===== src/design/crs_pkg.sv =====
`timescale 1ns / 1ps
// ----------------------------------------------------------------------------
// crs_pkg
// Shared types, codes and the request transition check of the
// crash-recovery supervisor.
// ----------------------------------------------------------------------------
package crs_pkg;

    localparam int STAMP_W = 32;
    localparam int STATE_W = 4;
    localparam int STATUS_W = 3;
    localparam int CFG_INDEX_W = 2;

    // Machine state codes.
    localparam logic [STATE_W-1:0] MS_IDLE = 4'd0;
    localparam logic [STATE_W-1:0] MS_PRINTING = 4'd1;
    localparam logic [STATE_W-1:0] MS_STALL = 4'd2;
    localparam logic [STATE_W-1:0] MS_POWER = 4'd3;
    localparam logic [STATE_W-1:0] MS_TOOLFALL = 4'd4;
    localparam logic [STATE_W-1:0] MS_TOOLCRASH = 4'd5;
    localparam logic [STATE_W-1:0] MS_HOMEFAIL = 4'd6;
    localparam logic [STATE_W-1:0] MS_WAIT = 4'd7;
    localparam logic [STATE_W-1:0] MS_RECOVERY = 4'd8;
    localparam logic [STATE_W-1:0] MS_REPLAY = 4'd9;
    localparam logic [STATE_W-1:0] MS_SELFTEST = 4'd10;

    // Result status codes.
    localparam logic [STATUS_W-1:0] STATUS_OK = 3'd0;
    localparam logic [STATUS_W-1:0] STATUS_SAME = 3'd1;
    localparam logic [STATUS_W-1:0] STATUS_NOT_ACTIVE = 3'd2;
    localparam logic [STATUS_W-1:0] STATUS_INVALID = 3'd3;
    localparam logic [STATUS_W-1:0] STATUS_HALTED = 3'd4;

    // Request kinds.
    localparam logic REQ_STATE = 1'b0;
    localparam logic REQ_CRASH = 1'b1;

    // Configuration register indexes.
    localparam logic [CFG_INDEX_W-1:0] CFG_DETECTION_ENABLED = 2'd0;
    localparam logic [CFG_INDEX_W-1:0] CFG_HISTORY_WINDOW = 2'd1;

    // Scan token that walks down the row of history cells.
    typedef struct packed {
        logic               live;
        logic [STAMP_W-1:0] now;
        logic               all_recent;
    } crs_token_t;

    // Outcome of a state request.
    typedef struct packed {
        logic [STATUS_W-1:0] status;
        logic [STATE_W-1:0]  state;
        logic                tool_event;
        logic                active;
        logic                repeated;
        logic                clear_hist;
    } crs_req_result_t;

    function automatic crs_req_result_t crs_eval_request(
        input logic [STATE_W-1:0] cur,
        input logic               act,
        input logic               tev,
        input logic               rep,
        input logic               det,
        input logic [STATE_W-1:0] ns,
        input logic               busy
    );
        crs_req_result_t r;
        logic            can_trig;
        r.status     = STATUS_OK;
        r.state      = ns;
        r.tool_event = tev;
        r.active     = act;
        r.repeated   = rep;
        r.clear_hist = 1'b0;
        can_trig     = (cur == MS_PRINTING) && act;
        if (ns == cur) begin
            r.status = STATUS_SAME;
        end else begin
            unique case (ns)
                MS_IDLE, MS_SELFTEST: begin
                    r.clear_hist = 1'b1;
                    r.repeated   = 1'b0;
                    r.active     = 1'b0;
                end
                MS_STALL: begin
                    if (!can_trig || !det) r.status = STATUS_NOT_ACTIVE;
                    r.tool_event = busy;
                end
                MS_POWER: begin
                    r.tool_event = busy;
                end
                MS_TOOLFALL, MS_TOOLCRASH: begin
                    if (!can_trig) r.status = STATUS_NOT_ACTIVE;
                    r.tool_event = 1'b1;
                end
                MS_HOMEFAIL: begin
                    if (!can_trig) r.status = STATUS_NOT_ACTIVE;
                    r.tool_event = 1'b0;
                end
                MS_WAIT: begin
                    if (cur != MS_PRINTING && cur != MS_TOOLCRASH && cur != MS_HOMEFAIL)
                        r.status = STATUS_INVALID;
                end
                MS_RECOVERY: begin
                    if (cur != MS_PRINTING && cur != MS_STALL && cur != MS_TOOLFALL
                        && cur != MS_POWER)
                        r.status = STATUS_INVALID;
                end
                MS_REPLAY: begin
                    if (cur != MS_RECOVERY) r.status = STATUS_INVALID;
                    r.active = 1'b1;
                end
                MS_PRINTING: begin
                    if (cur != MS_RECOVERY && cur != MS_WAIT && cur != MS_IDLE
                        && cur != MS_REPLAY)
                        r.status = STATUS_INVALID;
                    r.repeated = 1'b0;
                    if (cur != MS_REPLAY) r.active = 1'b1;
                end
                default: begin
                    r.status = STATUS_INVALID;
                end
            endcase
        end
        // A fault leaves everything as it was; the caller sets the halt.
        if (r.status != STATUS_OK) begin
            r.state      = cur;
            r.tool_event = tev;
            r.active     = act;
            r.repeated   = rep;
            r.clear_hist = 1'b0;
        end
        return r;
    endfunction

endpackage


===== src/design/crs_cell.sv =====
`timescale 1ns / 1ps
// ----------------------------------------------------------------------------
// crs_cell
// One slot of the crash history: ages its timestamp when the scan token
// passes and takes the new timestamp when it is the write slot.
// ----------------------------------------------------------------------------
module crs_cell
    import crs_pkg::*;
(
    input  logic               aclk,
    input  logic               aresetn,
    input  logic               clear_i,
    input  logic [STAMP_W-1:0] window_i,
    input  logic               slot_hit_i,
    input  crs_token_t         tok_i,
    output crs_token_t         tok_o
);

    logic [STAMP_W-1:0] stamp_reg;
    logic               valid_reg;
    logic               live_reg;
    logic [STAMP_W-1:0] now_reg;
    logic               all_recent_reg;
    logic [STAMP_W-1:0] age;
    logic               recent;

    // Ages wrap modulo 2^32, so a plain subtraction is the right measure.
    assign age    = tok_i.now - stamp_reg;
    assign recent = valid_reg && (age <= window_i);

    always_ff @(posedge aclk) begin
        if (!aresetn) begin
            valid_reg <= 1'b0;
            live_reg  <= 1'b0;
        end else begin
            live_reg <= tok_i.live;
            if (clear_i) begin
                valid_reg <= 1'b0;
            end else if (tok_i.live) begin
                valid_reg <= slot_hit_i ? 1'b1 : recent;
            end
        end
    end

    always_ff @(posedge aclk) begin
        now_reg        <= tok_i.now;
        all_recent_reg <= tok_i.all_recent && recent;
        if (tok_i.live && slot_hit_i) begin
            stamp_reg <= tok_i.now;
        end
    end

    assign tok_o.live       = live_reg;
    assign tok_o.now        = now_reg;
    assign tok_o.all_recent = all_recent_reg;

endmodule


===== src/design/crash_recovery_supervisor_top.sv =====
`timescale 1ns / 1ps
// ----------------------------------------------------------------------------
// crash_recovery_supervisor_top
// Crash-recovery supervisor: state request checking and crash history.
// ----------------------------------------------------------------------------
// Every input transaction produces exactly one result transaction. A state
// request is checked in the cycle it is accepted; its status and new state
// are registered and then moved into the output register. A crash event
// sends a scan token down a row of HISTORY_DEPTH history cells, one cell per
// clock, and its result moves into the output register after the token has
// left the last cell. The input side takes a new transaction as soon as the
// previous one has moved into the output register, even while that result
// still waits for m_ready. Once a request is refused (same state, trigger
// while not active or invalid transition) the block halts and answers every
// later transaction with the halted status until reset. Configuration writes
// are always ready and must only be issued while the block is idle.
// ----------------------------------------------------------------------------
module crash_recovery_supervisor_top
    import crs_pkg::*;
#(
    parameter int HISTORY_DEPTH = 4
) (
    input  logic                   aclk,
    input  logic                   aresetn,

    // Configuration write channel.
    input  logic                   cfg_valid,
    output logic                   cfg_ready,
    input  logic [CFG_INDEX_W-1:0] cfg_index,
    input  logic [STAMP_W-1:0]     cfg_data,

    // Input transaction channel.
    input  logic                   s_valid,
    output logic                   s_ready,
    input  logic                   s_req_type,
    input  logic [STATE_W-1:0]     s_new_state,
    input  logic                   s_tool_change_busy,
    input  logic [STAMP_W-1:0]     s_now_time,

    // Result transaction channel.
    output logic                   m_valid,
    input  logic                   m_ready,
    output logic [STATUS_W-1:0]    m_status,
    output logic [STATE_W-1:0]     m_current_state,
    output logic                   m_tool_event,
    output logic                   m_is_active_flag,
    output logic                   m_crash_repeat
);

    localparam int SLOT_W = (HISTORY_DEPTH > 1) ? $clog2(HISTORY_DEPTH) : 1;
    localparam logic [SLOT_W-1:0] LAST_SLOT = SLOT_W'(HISTORY_DEPTH - 1);

    // Sequencer phases.
    localparam logic [1:0] PH_IDLE = 2'd0;
    localparam logic [1:0] PH_SCAN = 2'd1;
    localparam logic [1:0] PH_DONE = 2'd2;

    logic [1:0]          phase_reg;
    logic                det_en_reg;
    logic [STAMP_W-1:0]  window_reg;
    logic [STATE_W-1:0]  state_reg;
    logic                active_reg;
    logic                tool_event_reg;
    logic                repeated_reg;
    logic                halted_reg;
    logic [SLOT_W-1:0]   write_slot_reg;
    logic [STATUS_W-1:0] status_reg;
    logic                m_valid_reg;
    logic [STATUS_W-1:0] m_status_reg;
    logic [STATE_W-1:0]  m_state_reg;
    logic                m_tool_event_reg;
    logic                m_active_reg;
    logic                m_repeated_reg;

    logic            in_accept;
    logic            out_load;
    logic            do_request;
    logic            hist_clear;
    crs_req_result_t req_res;
    crs_token_t      tok [HISTORY_DEPTH+1];

    assign cfg_ready = 1'b1;
    assign s_ready   = (phase_reg == PH_IDLE);
    assign in_accept = s_valid && s_ready;

    // The output register loads a finished result when it is empty or its content is leaving.
    assign out_load = (phase_reg == PH_DONE) && (!m_valid_reg || m_ready);

    assign req_res = crs_eval_request(state_reg, active_reg, tool_event_reg,
                                      repeated_reg, det_en_reg, s_new_state,
                                      s_tool_change_busy);

    assign do_request = in_accept && !halted_reg && (s_req_type == REQ_STATE);
    assign hist_clear = do_request && req_res.clear_hist;

    // The scan token enters the first cell in the cycle the crash event is
    // accepted, and every cell checks its stamp against the window in turn.
    assign tok[0].live       = in_accept && !halted_reg && (s_req_type == REQ_CRASH);
    assign tok[0].now        = s_now_time;
    assign tok[0].all_recent = 1'b1;

    for (genvar i = 0; i < HISTORY_DEPTH; i++) begin : g_cell
        crs_cell u_cell (
            .aclk       (aclk),
            .aresetn    (aresetn),
            .clear_i    (hist_clear),
            .window_i   (window_reg),
            .slot_hit_i (write_slot_reg == SLOT_W'(i)),
            .tok_i      (tok[i]),
            .tok_o      (tok[i+1])
        );
    end

    // Configuration registers.
    always_ff @(posedge aclk) begin
        if (!aresetn) begin
            det_en_reg <= 1'b1;
            window_reg <= STAMP_W'(60);
        end else if (cfg_valid && cfg_ready) begin
            if (cfg_index == CFG_DETECTION_ENABLED) det_en_reg <= cfg_data[0];
            if (cfg_index == CFG_HISTORY_WINDOW) window_reg <= cfg_data;
        end
    end

    // Supervisor state and sequencing.
    always_ff @(posedge aclk) begin
        if (!aresetn) begin
            phase_reg      <= PH_IDLE;
            state_reg      <= MS_IDLE;
            active_reg     <= 1'b0;
            tool_event_reg <= 1'b0;
            repeated_reg   <= 1'b0;
            halted_reg     <= 1'b0;
            write_slot_reg <= '0;
            m_valid_reg    <= 1'b0;
        end else begin
            unique case (phase_reg)
                PH_IDLE: begin
                    if (in_accept) begin
                        if (halted_reg) begin
                            phase_reg <= PH_DONE;
                        end else if (s_req_type == REQ_CRASH) begin
                            phase_reg <= PH_SCAN;
                        end else begin
                            phase_reg      <= PH_DONE;
                            state_reg      <= req_res.state;
                            active_reg     <= req_res.active;
                            tool_event_reg <= req_res.tool_event;
                            repeated_reg   <= req_res.repeated;
                            if (req_res.status != STATUS_OK) halted_reg <= 1'b1;
                            if (req_res.clear_hist) write_slot_reg <= '0;
                        end
                    end
                end
                PH_SCAN: begin
                    if (tok[HISTORY_DEPTH].live) begin
                        phase_reg <= PH_DONE;
                        if (tok[HISTORY_DEPTH].all_recent) repeated_reg <= 1'b1;
                        write_slot_reg <= (write_slot_reg == LAST_SLOT) ? '0
                                        : write_slot_reg + SLOT_W'(1);
                    end
                end
                PH_DONE: begin
                    if (out_load) begin
                        phase_reg <= PH_IDLE;
                    end
                end
                default: begin
                    phase_reg <= PH_IDLE;
                end
            endcase
            // A new result keeps the output full; otherwise it empties when taken.
            if (out_load) begin
                m_valid_reg <= 1'b1;
            end else if (m_ready) begin
                m_valid_reg <= 1'b0;
            end
        end
    end

    // Result payload.
    always_ff @(posedge aclk) begin
        if (in_accept) begin
            if (halted_reg) begin
                status_reg <= STATUS_HALTED;
            end else if (s_req_type == REQ_CRASH) begin
                status_reg <= STATUS_OK;
            end else begin
                status_reg <= req_res.status;
            end
        end
        if (out_load) begin
            m_status_reg     <= status_reg;
            m_state_reg      <= state_reg;
            m_tool_event_reg <= tool_event_reg;
            m_active_reg     <= active_reg;
            m_repeated_reg   <= repeated_reg;
        end
    end

    assign m_valid          = m_valid_reg;
    assign m_status         = m_status_reg;
    assign m_current_state  = m_state_reg;
    assign m_tool_event     = m_tool_event_reg;
    assign m_is_active_flag = m_active_reg;
    assign m_crash_repeat   = m_repeated_reg;

endmodule


===== config.mk =====
export PLATFORM = sky130hd
export DESIGN_NAME = crash_recovery_supervisor_top
export DESIGN_NICKNAME = d
export VERILOG_FILES = /design/src/design/crs_pkg.sv /design/src/design/crs_cell.sv /design/src/design/crash_recovery_supervisor_top.sv
export SDC_FILE = /design/constraint.sdc
export NUM_CORES = 1
export LEC_CHECK = 0
export ABC_AREA = 1
export BUFFER_PORTS_ARGS = -buffer_cell sky130_fd_sc_hd__buf_2
export CAP_MARGIN = 10
export CELL_PAD_IN_SITES_DETAIL_PLACEMENT = 0
export CELL_PAD_IN_SITES_GLOBAL_PLACEMENT = 1
export CORE_MARGIN = 2
export CORE_UTILIZATION = 40
export DETAILED_ROUTE_END_ITERATION = 12
export GPL_ROUTABILITY_DRIVEN = 0
export GPL_TIMING_DRIVEN = 0
export PLACE_DENSITY_LB_ADDON = 0.15
export RECOVER_POWER = 25
export REMOVE_ABC_BUFFERS = 1
export SYNTH_ARGS = -nofsm -noshare
export SYNTH_HDL_FRONTEND = slang
export SYNTH_HIERARCHICAL = 1
export SYNTH_SLANG_ARGS = --single-unit

===== constraint.sdc =====
create_clock -name aclk -period 7.8 [get_ports aclk]
set_input_delay 0 -clock aclk [delete_from_list [all_inputs] [get_ports aclk]]
set_output_delay 0 -clock aclk [all_outputs]
set_load 0.05 [all_outputs]

# After elaboration in Yosys (flattened, before gate mapping)
# Index checks and enable logic that the tools add are counted.
# word_totals
rom_bits	0
latchBits	0
in_bits	77
output_inout_bits	13
mem_count	0
reg_bits	295
ram_bits	0
# classes
shifts	0
div	0
bitwise	5
muxes	44
n_lt_le_gt_ge	4
reduce_logical	59
add_sub_neg	5
n_mul	0
eq_ne	38
# ops
op	count
32-bit less-or-equal comparator	4
32-bit subtractor	4
2-bit 2-to-1 mux	19
1-bit logical AND	26
1-bit 2-to-1 mux	17
4-bit by 3-bit == test with 1-bit output (second input constant)	4
4-bit by 3-bit inequality test with 1-bit output (second input constant)	4
2-bit inequality test (second input constant)	7
2-bit case mux with 7 select lines	1
4-bit == test (second input constant)	3
2-bit OR reduction	5
9-bit AND reduction	1
3-bit nonzero test	3
3-bit OR reduction	3
4-bit by 1-bit == test with 1-bit output (second input constant)	2
4-bit by 2-bit == test with 1-bit output (second input constant)	2
2-bit by 1-bit inequality test with 1-bit output (second input constant)	4
4-bit by 2-bit inequality test with 1-bit output (second input constant)	2
4-bit inequality test (second input constant)	2
8-bit AND reduction	1
7-bit AND reduction	1
2-bit by 1-bit == test with 1-bit output (second input constant)	3
2-bit == test (second input constant)	3
2-bit zero test	3
18 further kinds	31

# Logic depth before layout (Yosys ltp)
# Gate-level depths: netlist of the first run.
# logic_depth
ltp_word	14
mapped_depth	25
depth_no_buf	25

# Cells and area by module
# Netlist of the first run, hierarchy kept.
# modules_own_cells
module	cells_each	area_each_um2	seq_area_each_um2	instances
crs_cell (g_cell[1].u_cell ...)	585	4603.2	1661.6	2
crs_cell (g_cell[0].u_cell)	573	4581.9	1661.6	1
crs_cell (g_cell[3].u_cell)	573	4520.6	1661.6	1
crash_recovery_supervisor_top	332	2514.9	1311.3	1

# Least setup slack after synthesis of the first run
# OpenSTA, ideal clock, no wires.
# synth_path
path_type	register to register
start	register g_cell[0].u_cell.stamp_reg[0]
end	register g_cell[0].u_cell.valid_reg
path_stages_with_launch	18
path_slack_ps	5063
required_ps	7679
arrival_time_ps	2616
setup_ps	121
period_less_slack_ps	2737
path_cell_list	edfxtp_1 -> ha_1 -> fa_1 -> o21ai_4 -> a21oi_4 -> o21ai_2 -> a21oi_1 -> xnor2_1 -> ha_1 -> nand2_1 -> nor2_1 -> nand4_1 -> nor2_1 -> nand2_1 -> nand2_1 -> nand2_1 -> nand2_1 -> a21oi_1
# synth_via
elab_chain_cells	4
# synth_lines
element	line_no	text
start: declaration	crs_cell.sv:19	logic [STAMP_W-1:0] stamp_reg;
start signal: assignment	crs_cell.sv:49	stamp_reg <= tok_i.now;
32-bit subtractor	crs_cell.sv:28	assign age = tok_i.now - stamp_reg;
32-bit less-or-equal comparator	crs_cell.sv:29	assign recent = valid_reg && (age <= window_i);
1-bit logical AND	crs_cell.sv:29	
1-bit 2-to-1 mux	crs_cell.sv:40	valid_reg <= slot_hit_i ? 1'b1 : recent;
end signal: assignment	crs_cell.sv:40	
end: declaration	crs_cell.sv:20	logic valid_reg;
# Every way passes these cells.
# A chain may end at the register's enable or synchronous reset.

# Worst setup path in the final report of the first run
# Ends and elaborated chain as after synthesis.

==> results of run 1 <==
path summary, 6_finish.rpt:
path,start,endpoint,slack (ns),depth (start not counted)
worst max-delay path,g_cell[0].u_cell/stamp_reg[0],g_cell[0].u_cell/valid_reg,4.39,18
worst max register to register,g_cell[0].u_cell/stamp_reg[0],g_cell[0].u_cell/valid_reg,4.39,18
worst min register to register,g_cell[0].u_cell/now_reg[0],g_cell[1].u_cell/now_reg[0],0.38,0
worst min-delay path,aresetn,phase_reg[1],0.08,3
power breakdown:
part	switching (uW)	internal, uW
Sequential	63.7	1680
Clock	662	969
Combinational	562	351
Total	1290	3000
through the flow:
| stage | cells | hold slack (ns) | util [%] |
|---|---|---|---|
| after floorplan | 2596 | 0.0277 | - |
| after global placement | 3356 | 0.132 | 42.7 |
| after detailed placement | 3360 | 0.140 | 43.0 |
| after CTS | 3497 | 0.0434 | 46.7 |
| after global routing | 3497 | 0.120 | 46.6 |
| final | 3497 | 0.0754 | 46.6 |
worst reg2reg max path, cell delays in order, from the launching register on:
cell	delay, ns
sky130_fd_sc_hd__edfxtp_1	0.36
sky130_fd_sc_hd__ha_1	0.27
sky130_fd_sc_hd__fa_1	0.47
sky130_fd_sc_hd__o21ai_4	0.29
sky130_fd_sc_hd__a21oi_4	0.11
sky130_fd_sc_hd__o21ai_2	0.29
sky130_fd_sc_hd__nand3_1	0.11
sky130_fd_sc_hd__nand2_1	0.10
sky130_fd_sc_hd__xor2_1	0.08
sky130_fd_sc_hd__ha_1	0.28
sky130_fd_sc_hd__nand2_1	0.06
sky130_fd_sc_hd__nor2_1	0.14
sky130_fd_sc_hd__nand2_1	0.13
sky130_fd_sc_hd__nor2_1	0.16
sky130_fd_sc_hd__nand2_1	0.07
sky130_fd_sc_hd__nand2_1	0.05
sky130_fd_sc_hd__nand2_1	0.13
sky130_fd_sc_hd__nand2_1	0.12
sky130_fd_sc_hd__a21oi_1	0.06
layer usage:
layer  up-vias  share of wire, %  track usage (%)
met5         -                 0                0
met4         0               3.6             8.13
met3       116               3.4             2.54
met2       329                46             36.4
met1      7723                47             28.1
li1       8850                 -                -
cell type report:
cell class,instances,area [sq um]
timing repair buffer,167,1260
inverter,488,1830
clock buffer,46,958
sequential,295,7320
multi-input combinational,1813,10900
clock inverter,16,171
tap,672,841
fill,4973,26700
==> results.txt, run 1 <==
TritonCTS built the clock tree. The die outline area is 52300 sq um. The number of buffers and inverters on the critical path is 0. The max-slew violation total from the final report is 0. The wire length of the first global-routing pass came out at roughly 90 mm. The largest voltage drop on the vdd net came out at around 210 uV. The count of input and output buffers came out at slightly below 90. The number of standard cells after synthesis is around 2600. Traced cell by cell, the critical path runs through ha_1 > fa_1 > o21ai_4 > a21oi_4 > o21ai_2 > nand3_1 > nand2_1 > xor2_1 > ha_1 > nand2_1 > nor2_1 > nand2_1 > nor2_1 > nand2_1 > nand2_1 > nand2_1 > nand2_1 > a21oi_1. The flip-flop count of the largest register after layout came out at roughly 130. The global router's overall resource usage is a little over a fifth. 0 antenna diodes ended up in the layout.

The clock-pin slew on the worst setup and hold paths came out at ~0.060 ns. The core region is between 40000 and 50000 sq um. The cell area after layout came out at approximately 23000 sq um. The cell sitting at the root of the clock tree is a sky130_fd_sc_hd__clkbuf_16. The remaining routing DRC violations is 0. The post-place instance area is ~21000 sq um. The total number of nets in the final design came out at about 3100. The proportion of layout cells with a drive suffix above 1 is ~6.9%.

The synthesized netlist occupies a cell area of around 20000 sq um. The yosys synthesis warning count came out at 6. The final worst-path setup slack came out at ~4.4 ns. The highest fanout seen on the critical path came out at 5. Setup repair after global routing left no endpoint under its margin.

The count of max-cap constraint violations is 0. The worst pin sits at a relative slew slack of ~23%. The total design power came out at 4290 uW.

After detailed routing, the total wire length is 56.1 mm. The number of primary I/O pins came out at 90. The number of hold-slack violations in the final timing report is 0. The cell leakage power came out at between 0.01 and 0.015 uW. The most common cell after layout, fill and taps aside is sky130_fd_sc_hd__nand2_1.

The data required time at the worst endpoint is 8.22 ns. The maximum root-to-sink buffer count came out at 3. The initial standard-cell utilization of the core is between 40 and 50%. The area growth from synthesis to layout is 15.5%. The kind of launch point of the worst setup path is a flip-flop. The cell with the largest stage delay on the worst path is sky130_fd_sc_hd__fa_1. In the final routed layout, each cell accounts on average for between 15 and 20 um. The placed wire-length estimate is between 40 and 50 mm.

Before antenna repair, the detailed router went through 5 iterations. The clock period minus final worst setup slack is 3.41 ns. Once detail routing completed, the nets flagged for antenna violations numbered 0. The path class of the tightest hold or removal check is in2reg. The post-cts resize count came out at 0.

The clock latency of the later-clocked register in the worst-skew pair is about 0.54 ns. The largest net degree at the start of global routing came out at between 40 and 50. At the worst endpoint, the arrival time is 3.82 ns. The overall via count from detail_route is 17000. STA classifies the critical path endpoint as a flip-flop. The power density relative to cell area came out at 184 nW/um^2. The final total negative setup slack is 0 ns. The final setup violation count came out at 0. The flow ran to the end, and the final reports show no timing, DRC or antenna violations. The number of buffers inserted for hold repair after clock tree synthesis came out at 75. In this design, the largest share of critical-path delay is due to simple AND/OR/NAND/NOR gates. Leaving out fill and tap cells, the most frequent cells in the layout are sky130_fd_sc_hd__nand2_1 (529), sky130_fd_sc_hd__inv_1 (481), sky130_fd_sc_hd__nor2_1 (287). The sum of overflow across all layers after global routing is 0.

TritonCTS created 35 clock buffers. The worst-margin pin slew is about 1.2 ns. The cell that appears most often on the critical path is sky130_fd_sc_hd__nand2_1.

The via count of the first global-routing pass is between 15000 and 20000. The worst path uses between 40% and 50% of the clock period. The number of H-tree levels is 2. The average cell area after synthesis is about 7.7 sq um.

For this block, the initial DRC count from the detailed router was 809. The site row count is between 80 and 90. The maximum clock skew at final layout is 0.0190 ns.

The post-placement setup slack came out at 4.33 ns. The number of setup buffers added after CTS came out at 0. The critical path is of the reg2reg type. The clock sink count came out at slightly below 300. The y dimension of the die is 229 um. The upper clock frequency limit came out at 294 MHz. The number of antenna violations at the first check in global routing came to 1. Dividing the detail-routed via count by the number of cells gives around 4.9.

The horizontal extent of the die came out at between 200 and 250 um. On the worst path, the slowest cell contributes a delay of 0.47 ns.
(Power assumes the default switching activity.)
==> run 2, diff against run 1 <==
clock period = 3.18 ns   (was 7.8 ns; I/O delays follow)
==> run 2 against run 1 <==
Net effect:
- via count up 1.6%
- register-to-register slack got worse by 4.3 ns
- largest power group unchanged
- cell area increased by 5.0%
- largest cell class unchanged
- critical endpoint is now g_cell[2].u_cell/valid_reg
==> results.txt, run 2 (synthesis gave the netlist of run 1 again) <==
The number of cells on the worst hold path was 3 (unchanged). The initial standard-cell utilization of the core is 40.4% (unchanged). The horizontal extent of the die came out at 229 um (unchanged). The number of cells on the worst reg-to-reg path is 20 (+2). The data required time at the worst endpoint is 3.61 ns (-4.61 ns).

The total wire length after detailed routing came out at 57.0 mm (+1.6%). The end point of the worst hold path is phase_reg[1]. The flip-flop count of the largest register after layout is 128 (unchanged). The total design power is 10800 uW (+150%). The count of max-cap constraint violations was 0 (unchanged). The number of H-tree levels came out at 2 (unchanged).

The max-slew violation total from the final report came out at 0 (unchanged). The placed wire-length estimate came out at 46.3 mm (unchanged). The final total negative setup slack came out at 0 ns (unchanged). Setup repair after global routing could not meet its margin everywhere. The area growth from synthesis to layout is 21.3%. The normalized max-slew margin is 23.3% (+0.28 points). The count of routing violations after the opening detailed-route iteration came out at 802 (-0.87%).

The core area came out at 50000 sq um (unchanged). The die outline area came to 52300 sq um (unchanged). The post-route clock period utilization came out at 97.8% (+54 points). The final worst-path setup slack was 0.0709 ns (-4.32 ns). The most common cell after layout, fill and taps aside is sky130_fd_sc_hd__nand2_1. The remaining routing DRC violations came out at 0 (unchanged).

The clock latency of the later-clocked register in the worst-skew pair is 0.54 ns (about the same). The cell leakage power came out at 0.0111 uW (+2.6%). The data arrival at the endpoint of the critical path is 3.54 ns (-0.28 ns). The min-delay analysis places its worst path in the category in2reg. The post-placement setup slack is -0.285 ns (-4.62 ns).

The sum of overflow across all layers after global routing came out at 0 (unchanged). The number of search-and-repair iterations in the first detailed-routing pass came to 7 (+2). The upper clock frequency limit is 322 MHz (+9.6%). The worst setup path is of the reg2reg kind. The flow ran to the end, and the final reports show no timing, DRC or antenna violations. The number of buffers created by CTS was 35 (unchanged).

The highest fanout seen on the critical path came out at 3 (-2). TritonCTS built the clock tree. The average wire per standard cell was 16.1 um (+0.51%). The startpoint identified for the worst hold timing path is aresetn. The number of antenna violations at the first check in global routing is 1 (unchanged). The clock root buffer is sky130_fd_sc_hd__clkbuf_16. The number of hold-slack violations in the final timing report came out at 0 (unchanged). The clock sink count is 295 (unchanged).

The y dimension of the die came out at 229 um (unchanged). The number of primary I/O pins is 90 (unchanged). The maximum root-to-sink buffer count is 3 (unchanged). The number of inserted filler cells in the final layout is 4867 (-2.1%).

The maximum clock skew at final layout was 0.0175 ns (-0.00151 ns). In the layout the commonest cells are sky130_fd_sc_hd__nand2_1 (486), sky130_fd_sc_hd__inv_1 (479), sky130_fd_sc_hd__nor2_1 (259). The global router's overall resource usage is 21.6% (+0.073 points).

The count of inserted antenna diode cells came out at 0 (unchanged). The wire length of the first global-routing pass is 89.0 mm (+0.41%). The final antenna-violating net count came out at 0 (unchanged). The clock period minus final worst setup slack came out at 3.11 ns (-0.298 ns). The final setup violation count is 0 (unchanged). The via count of the first global-routing pass came out at 17200 (+0.16%). The largest voltage drop on the vdd net is 526 uV (+150%).

The count of input and output buffers came out at 88 (unchanged). The worst-margin pin slew is 1.15 ns (-0.00424 ns). The site row count came to 82 (unchanged).

The proportion of layout cells with a drive suffix above 1 was 14.4% (+7.5 points). The launching point of the worst reg2reg path is g_cell[2].u_cell/stamp_reg[0]. The largest net degree at the start of global routing came out at 48 (unchanged). The via density per instance is 4.89 (+0.54%).

The total number of nets in the final design came out at 3175 (+1.2%). The worst reg-to-reg setup slack is 0.07 ns (-4.32 ns). The clock-pin slew on the worst setup and hold paths is 0.06 ns (about the same). STA classifies the critical path endpoint as a flip-flop.

The power density relative to cell area came out at 440 nW/um^2 (+140%). In this run the critical register-to-register path is captured at g_cell[2].u_cell/valid_reg. The overall via count from detail_route is 17300 (+1.6%).

The kind of launch point of the worst setup path is a flip-flop.
run 2: timing repair:
| item | in CTS | in global routing |
|---|---|---|
| hold buffers | 75 | 0 |
| setup endpoints to repair | 8 | 8 |
| endpoints found under the hold margin | 113 | 0 |
| gates resized for setup | 27 | 206 |
| pin swaps | 15 | 73 |
| setup buffers | 10 | 28 |
run 2: metal layers:
metal  GRT usage, %  wire, um
met2           36.6     26400
met1           28.3     26800
met4           7.84      2030
met3           2.51      1770
met5              0         0
run 2: power breakdown:
part	internal (uW)	switching, uW
Clock	2380	1630
Sequential	4130	158
Combinational	997	1490
run 2: worst max path at each step:
stage,start,to,slack [ns],depth (start not counted)
floorplan,g_cell[0].u_cell/stamp_reg[0],g_cell[0].u_cell/valid_reg,0.44,17
global placement,g_cell[0].u_cell/stamp_reg[0],g_cell[0].u_cell/valid_reg,-0.26,18
detailed placement,g_cell[0].u_cell/stamp_reg[0],g_cell[0].u_cell/valid_reg,-0.29,18
CTS,g_cell[0].u_cell/stamp_reg[0],g_cell[0].u_cell/valid_reg,-0.02,18
global route,g_cell[0].u_cell/stamp_reg[0],g_cell[0].u_cell/valid_reg,-0.12,21
finish,g_cell[2].u_cell/stamp_reg[0],g_cell[2].u_cell/valid_reg,0.07,20
run 2: critical path, stage by stage (launching register included):
cell and delay, ns:
sky130_fd_sc_hd__edfxtp_1 0.41, sky130_fd_sc_hd__ha_4 0.19, sky130_fd_sc_hd__fa_2 0.37, sky130_fd_sc_hd__o21ai_4 0.24, sky130_fd_sc_hd__a21oi_4 0.11, sky130_fd_sc_hd__o21ai_2 0.21
sky130_fd_sc_hd__nand2_1 0.07, sky130_fd_sc_hd__inv_1 0.07, sky130_fd_sc_hd__nor2_1 0.04, sky130_fd_sc_hd__nand2_1 0.08, sky130_fd_sc_hd__nand2_2 0.08, sky130_fd_sc_hd__ha_4 0.27
sky130_fd_sc_hd__nand2_2 0.04, sky130_fd_sc_hd__nor2_2 0.11, sky130_fd_sc_hd__nand4_1 0.23, sky130_fd_sc_hd__nor2_4 0.16, sky130_fd_sc_hd__nand2_1 0.06, sky130_fd_sc_hd__nand2_1 0.07
sky130_fd_sc_hd__nand2_2 0.07, sky130_fd_sc_hd__nand2_2 0.08, sky130_fd_sc_hd__a21oi_2 0.05
run 2: area by class of cell:
cell class | count | area (sq um) | share of cell area (%)
Clock inverter | 16 | 171 | 0.700
Tap cell | 672 | 841 | 3.43
Inverter | 488 | 1830 | 7.48
Multi-Input combinational cell | 1813 | 11800 | 48.2
Timing Repair Buffer | 205 | 1550 | 6.35
Clock buffer | 46 | 958 | 3.92
Sequential cell | 295 | 7330 | 29.9
run 2: stage by stage:
stage               utilization (%)  hold WS, ns  cell area, sq um  instances
floorplan                         -       0.0277             20100       2596
global placement               42.7        0.132             21400       3356
detailed placement             43.0        0.140             21500       3360
CTS                            47.1       0.0434             23500       3507
global route                   49.0        0.120             24500       3535
finish                         49.0       0.0739             24500       3535
==> run 3, diff against run 2 <==
ABC_AREA = unset   (was 1)
HOLD_SLACK_MARGIN = 0.08   (was unset)
REMOVE_ABC_BUFFERS = unset   (was 1)
==> run 3 against run 2 <==
Net effect:
- the flow now finishes with violations (negative setup slack)
- area after synthesis shrank 2.7%
- first-iteration DRC count grew 21%
- via count shrank 4.5%
- largest power group unchanged
- fmax shrank 25%
- clock power grew 5.3%
- cell area grew 0.17%
- sequential cell count is the same
- non-clock buffer count grew 55
- final cell count shrank 13%
- synthesized cell count shrank 18%
- register-to-register slack lost 1.0 ns
- count of clock-buffer cells in the layout grew 1
- highest routed layer unchanged
==> results.txt, run 3 <==
The clock period minus final worst setup slack is 4.16 ns (+1.05 ns). The startpoint identified for the worst hold timing path is cfg_valid. Traced cell by cell, the critical path runs through inv_2 > ha_4 > fa_2 > nor2b_4 > o31a_1 > o31a_1 > o221a_4 > a211o_4 > a221o_1 > a311oi_2 > a311oi_2 > ha_2 > a21o_1 > a21o_1 > a21oi_2 > o21ai_2 > a21oi_2 > a41oi_2 > a21oi_2 > o221a_2. The count of non-filler cells in the finished layout is 3066 (-13%). The number of standard cells after synthesis was 2158 (-18%). The number of inserted filler cells in the final layout came to 4565 (-6.2%). The clock-pin slew on the worst setup and hold paths is 0.06 ns (about the same). The worst setup path is captured at a flip-flop.

The critical path is of the reg2reg type. The number of H-tree levels came out at 2 (unchanged). The initial standard-cell utilization of the core is 40.4% (about the same).

The number of cells on the worst hold path is 4 (+1). The run finished, with violations left. The maximum clock skew at final layout is 0.0300 ns (+0.0125 ns).

The remaining routing DRC violations is 0 (unchanged). The normalized max-slew margin came out at 40.8% (+17 points). The cell-internal power came to 7580 uW (+0.93%). The cell leakage power is 0.0101 uW (-9.3%). The power density relative to cell area is 436 nW/um^2 (-0.97%). The via count of the first global-routing pass is 16200 (-5.5%).

The startpoint identified for the worst register-to-register timing path is g_cell[2].u_cell/now_reg[0]. The flip-flop count of the largest register after layout came out at 128 (unchanged). The clock sink count is 295 (unchanged).

The post-placement setup slack came out at -1.47 ns (-1.19 ns). The area growth from synthesis to final layout came out at 24.9%. The wire length of the first global-routing pass is 88.4 mm (-0.70%). The overall via count from detail_route is 16500 (-4.5%). In this run the critical register-to-register path is captured at g_cell[3].u_cell/valid_reg. The net switching component of the power is 3120 uW (-4.8%). The total number of nets in the final design came to 2752 (-13%).

The horizontal extent of the die came out at 226 um (-1.4%). The worst setup path is launched from a flip-flop. The final antenna-violating net count came to 0 (unchanged). The global router's overall resource usage is 22.3% (+0.71 points). The worst-margin pin slew came out at 0.889 ns (-0.259 ns).

Setup repair after global routing could not meet its margin everywhere. The placed wire-length estimate was 43.6 mm (-5.9%). The count of input and output buffers is 88 (unchanged). The cell total after placement was 2870 (-15%). The number of cells on the worst reg-to-reg path came out at 20 (unchanged). The data required time at the worst endpoint is 3.68 ns (+0.07 ns). The clock latency of the later-clocked register in the worst-skew pair came out at 0.56 ns (+0.02 ns).

The number of buffers created by CTS is 37 (+5.7%). The total wire length after detailed routing was 56.8 mm (-0.39%). The sum of overflow across all layers after global routing came out at 0 (unchanged).

The share of power burned in registers is 39.8% (about the same). The worst reg-to-reg setup slack is -0.98 ns (-1.05 ns). The average cell area after synthesis is 9.10 sq um (+18%). The clock root buffer is sky130_fd_sc_hd__clkbuf_16. The most common cell after layout, fill and taps aside is sky130_fd_sc_hd__inv_1. The number of hold-slack violations in the final timing report is 0 (unchanged). The y dimension of the die is 226 um (-1.4%). The site row count came out at 81 (-1.2%). The path with the worst hold slack has its endpoint at window_reg[6]. The largest incremental delay on the critical path is 0.37 ns (-0.04 ns). The number of search-and-repair iterations in the first detailed-routing pass is 5 (-2). The largest voltage drop on the vdd net came out at 308 uV (-42%). The post-route clock period utilization is 131% (+33 points).

The portion of total power attributed to the clock network came out at 39.3% (+2.2 points). The cell with the largest stage delay on the worst path is sky130_fd_sc_hd__a221o_1. The cell area after synthesis is 19600 sq um (-2.7%). The max-slew violation total from the final report is 0 (unchanged). The number of antenna violations at the first check in global routing is 1 (unchanged). The data arrival at the endpoint of the critical path came to 4.66 ns (+1.12 ns). The highest fanout seen on the critical path is 3 (unchanged). The proportion of layout cells with a drive suffix above 1 is 17.6% (+3.2 points). The via density per instance is 5.39 (+10%). The yosys synthesis warning count is 6 (unchanged). The count of max-cap constraint violations came out at 0 (unchanged). The number of primary I/O pins came out at 90 (unchanged).

The upper clock frequency limit came to 240 MHz (-25%). TritonCTS built the clock tree. In this run the worst hold path is classified as in2reg. Leaving out fill and tap cells, the most frequent cells in the layout are sky130_fd_sc_hd__inv_1 (290), sky130_fd_sc_hd__ha_1 (215), sky130_fd_sc_hd__nand2_1 (179).

The largest net degree at the start of global routing came out at 34 (-29%). The count of routing violations after the opening detailed-route iteration came out at 967 (+21%). The cell that appears most often on the critical path is sky130_fd_sc_hd__a21oi_2. The maximum root-to-sink buffer count is 3 (unchanged). The die outline area is 50900 sq um (-2.7%). The checks that failed: negative setup slack. The core area was 48600 sq um (-2.6%).

The final setup violation count came to 8 (+8). The combinational fraction of design power is 20.9% (-2.1 points). The final worst-path setup slack is -0.979 ns (-1.05 ns).

The switching portion of total power came out at 29.2% (-1.2 points). The average wire per standard cell came out at 18.5 um (+15%).
[run 3: cell count changes in the layout (fill, tap and decap cells not counted), moves of 34 or more]
cell | before | now
sky130_fd_sc_hd__inv_1 | 479 | 290
sky130_fd_sc_hd__nand2_1 | 486 | 179
sky130_fd_sc_hd__xnor2_1 | 33 | 73
sky130_fd_sc_hd__nand3_1 | 86 | 52
sky130_fd_sc_hd__a21o_1 | 17 | 60
sky130_fd_sc_hd__nor2_1 | 259 | 103
sky130_fd_sc_hd__nand2_2 | 61 | 1
[run 3: critical path: cells and delay by family (launching register included)]
family          cells  cell delay (ns)
simple gates        1             0.05
fa+ha+maj           3             0.58
compound gates     15             3.10
buf+inv             1             0.07
flops               1             0.32
[run 3: through the flow]
stage               power (uW)  setup TNS (ns)  area, sq um  util [%]  hold WS [ns]
finish                   10700           -5.82        24500      50.4         0.119
CTS                      10700           -5.92        23800      49.0        0.0887
floorplan                 5700           -1.45        19900         -        0.0277
global route             11300           -6.99        24500      50.4         0.134
detailed placement        6260          -10.37        21100      43.4         0.144
global placement          6210          -10.31        21100      43.3         0.137
[run 3: final cells by class]
type                       instances  area, sq um  area share [%]
multi-input combinational       1518        12200            49.8
sequential                       295         7320            29.9
timing repair buffer             225         1660            6.78
inverter                         303         1140            4.64
clock buffer                      47          995            4.06
tap                              622          778            3.17
clock inverter                    20          210           0.857
buffer                            35          193           0.786
antenna                            1         2.50          0.0102
[run 3: worst max path at each step]
| stage | end | start |
|---|---|---|
| 2_1_floorplan | g_cell[3].u_cell/valid_reg | g_cell[2].u_cell/now_reg[0] |
| 3_3_place_gp | g_cell[2].u_cell/valid_reg | g_cell[1].u_cell/now_reg[22] |
| 3_5_place_dp | g_cell[2].u_cell/valid_reg | g_cell[1].u_cell/now_reg[22] |
| 4_1_cts | g_cell[3].u_cell/valid_reg | g_cell[3].u_cell/stamp_reg[0] |
| 5_1_grt | g_cell[3].u_cell/valid_reg | g_cell[3].u_cell/stamp_reg[16] |
| 6_report | g_cell[3].u_cell/valid_reg | g_cell[2].u_cell/now_reg[0] |
[run 3: what timing repair did]
action / in CTS / in global routing
setup buffers: 39 / 24
hold buffers: 74 / 0
pin swaps: 77 / 91
endpoints found under the hold margin: 120 / 0
setup endpoints to repair: 8 / 8
resized for setup: 122 / 117
[run 3: routing by layer]
metal / GRT usage, % / vias to the layer above / wire length [um]
met1: 30.7 / 7826 / 27000
li1: - / 8269 / -
met3: 2.89 / 106 / 2250
met4: 6.88 / 0 / 1710
met2: 36.3 / 310 / 25800
met5: 0 / - / 0
[run 3: power groups by stage]
stage	clock [uW]	combinational, uW	sequential, uW
2_1_floorplan	0	1420	4280
3_3_place_gp	0	1880	4320
3_5_place_dp	0	1930	4330
4_1_cts	4320	2130	4250
5_1_grt	4490	2500	4260
6_report	4210	2240	4250
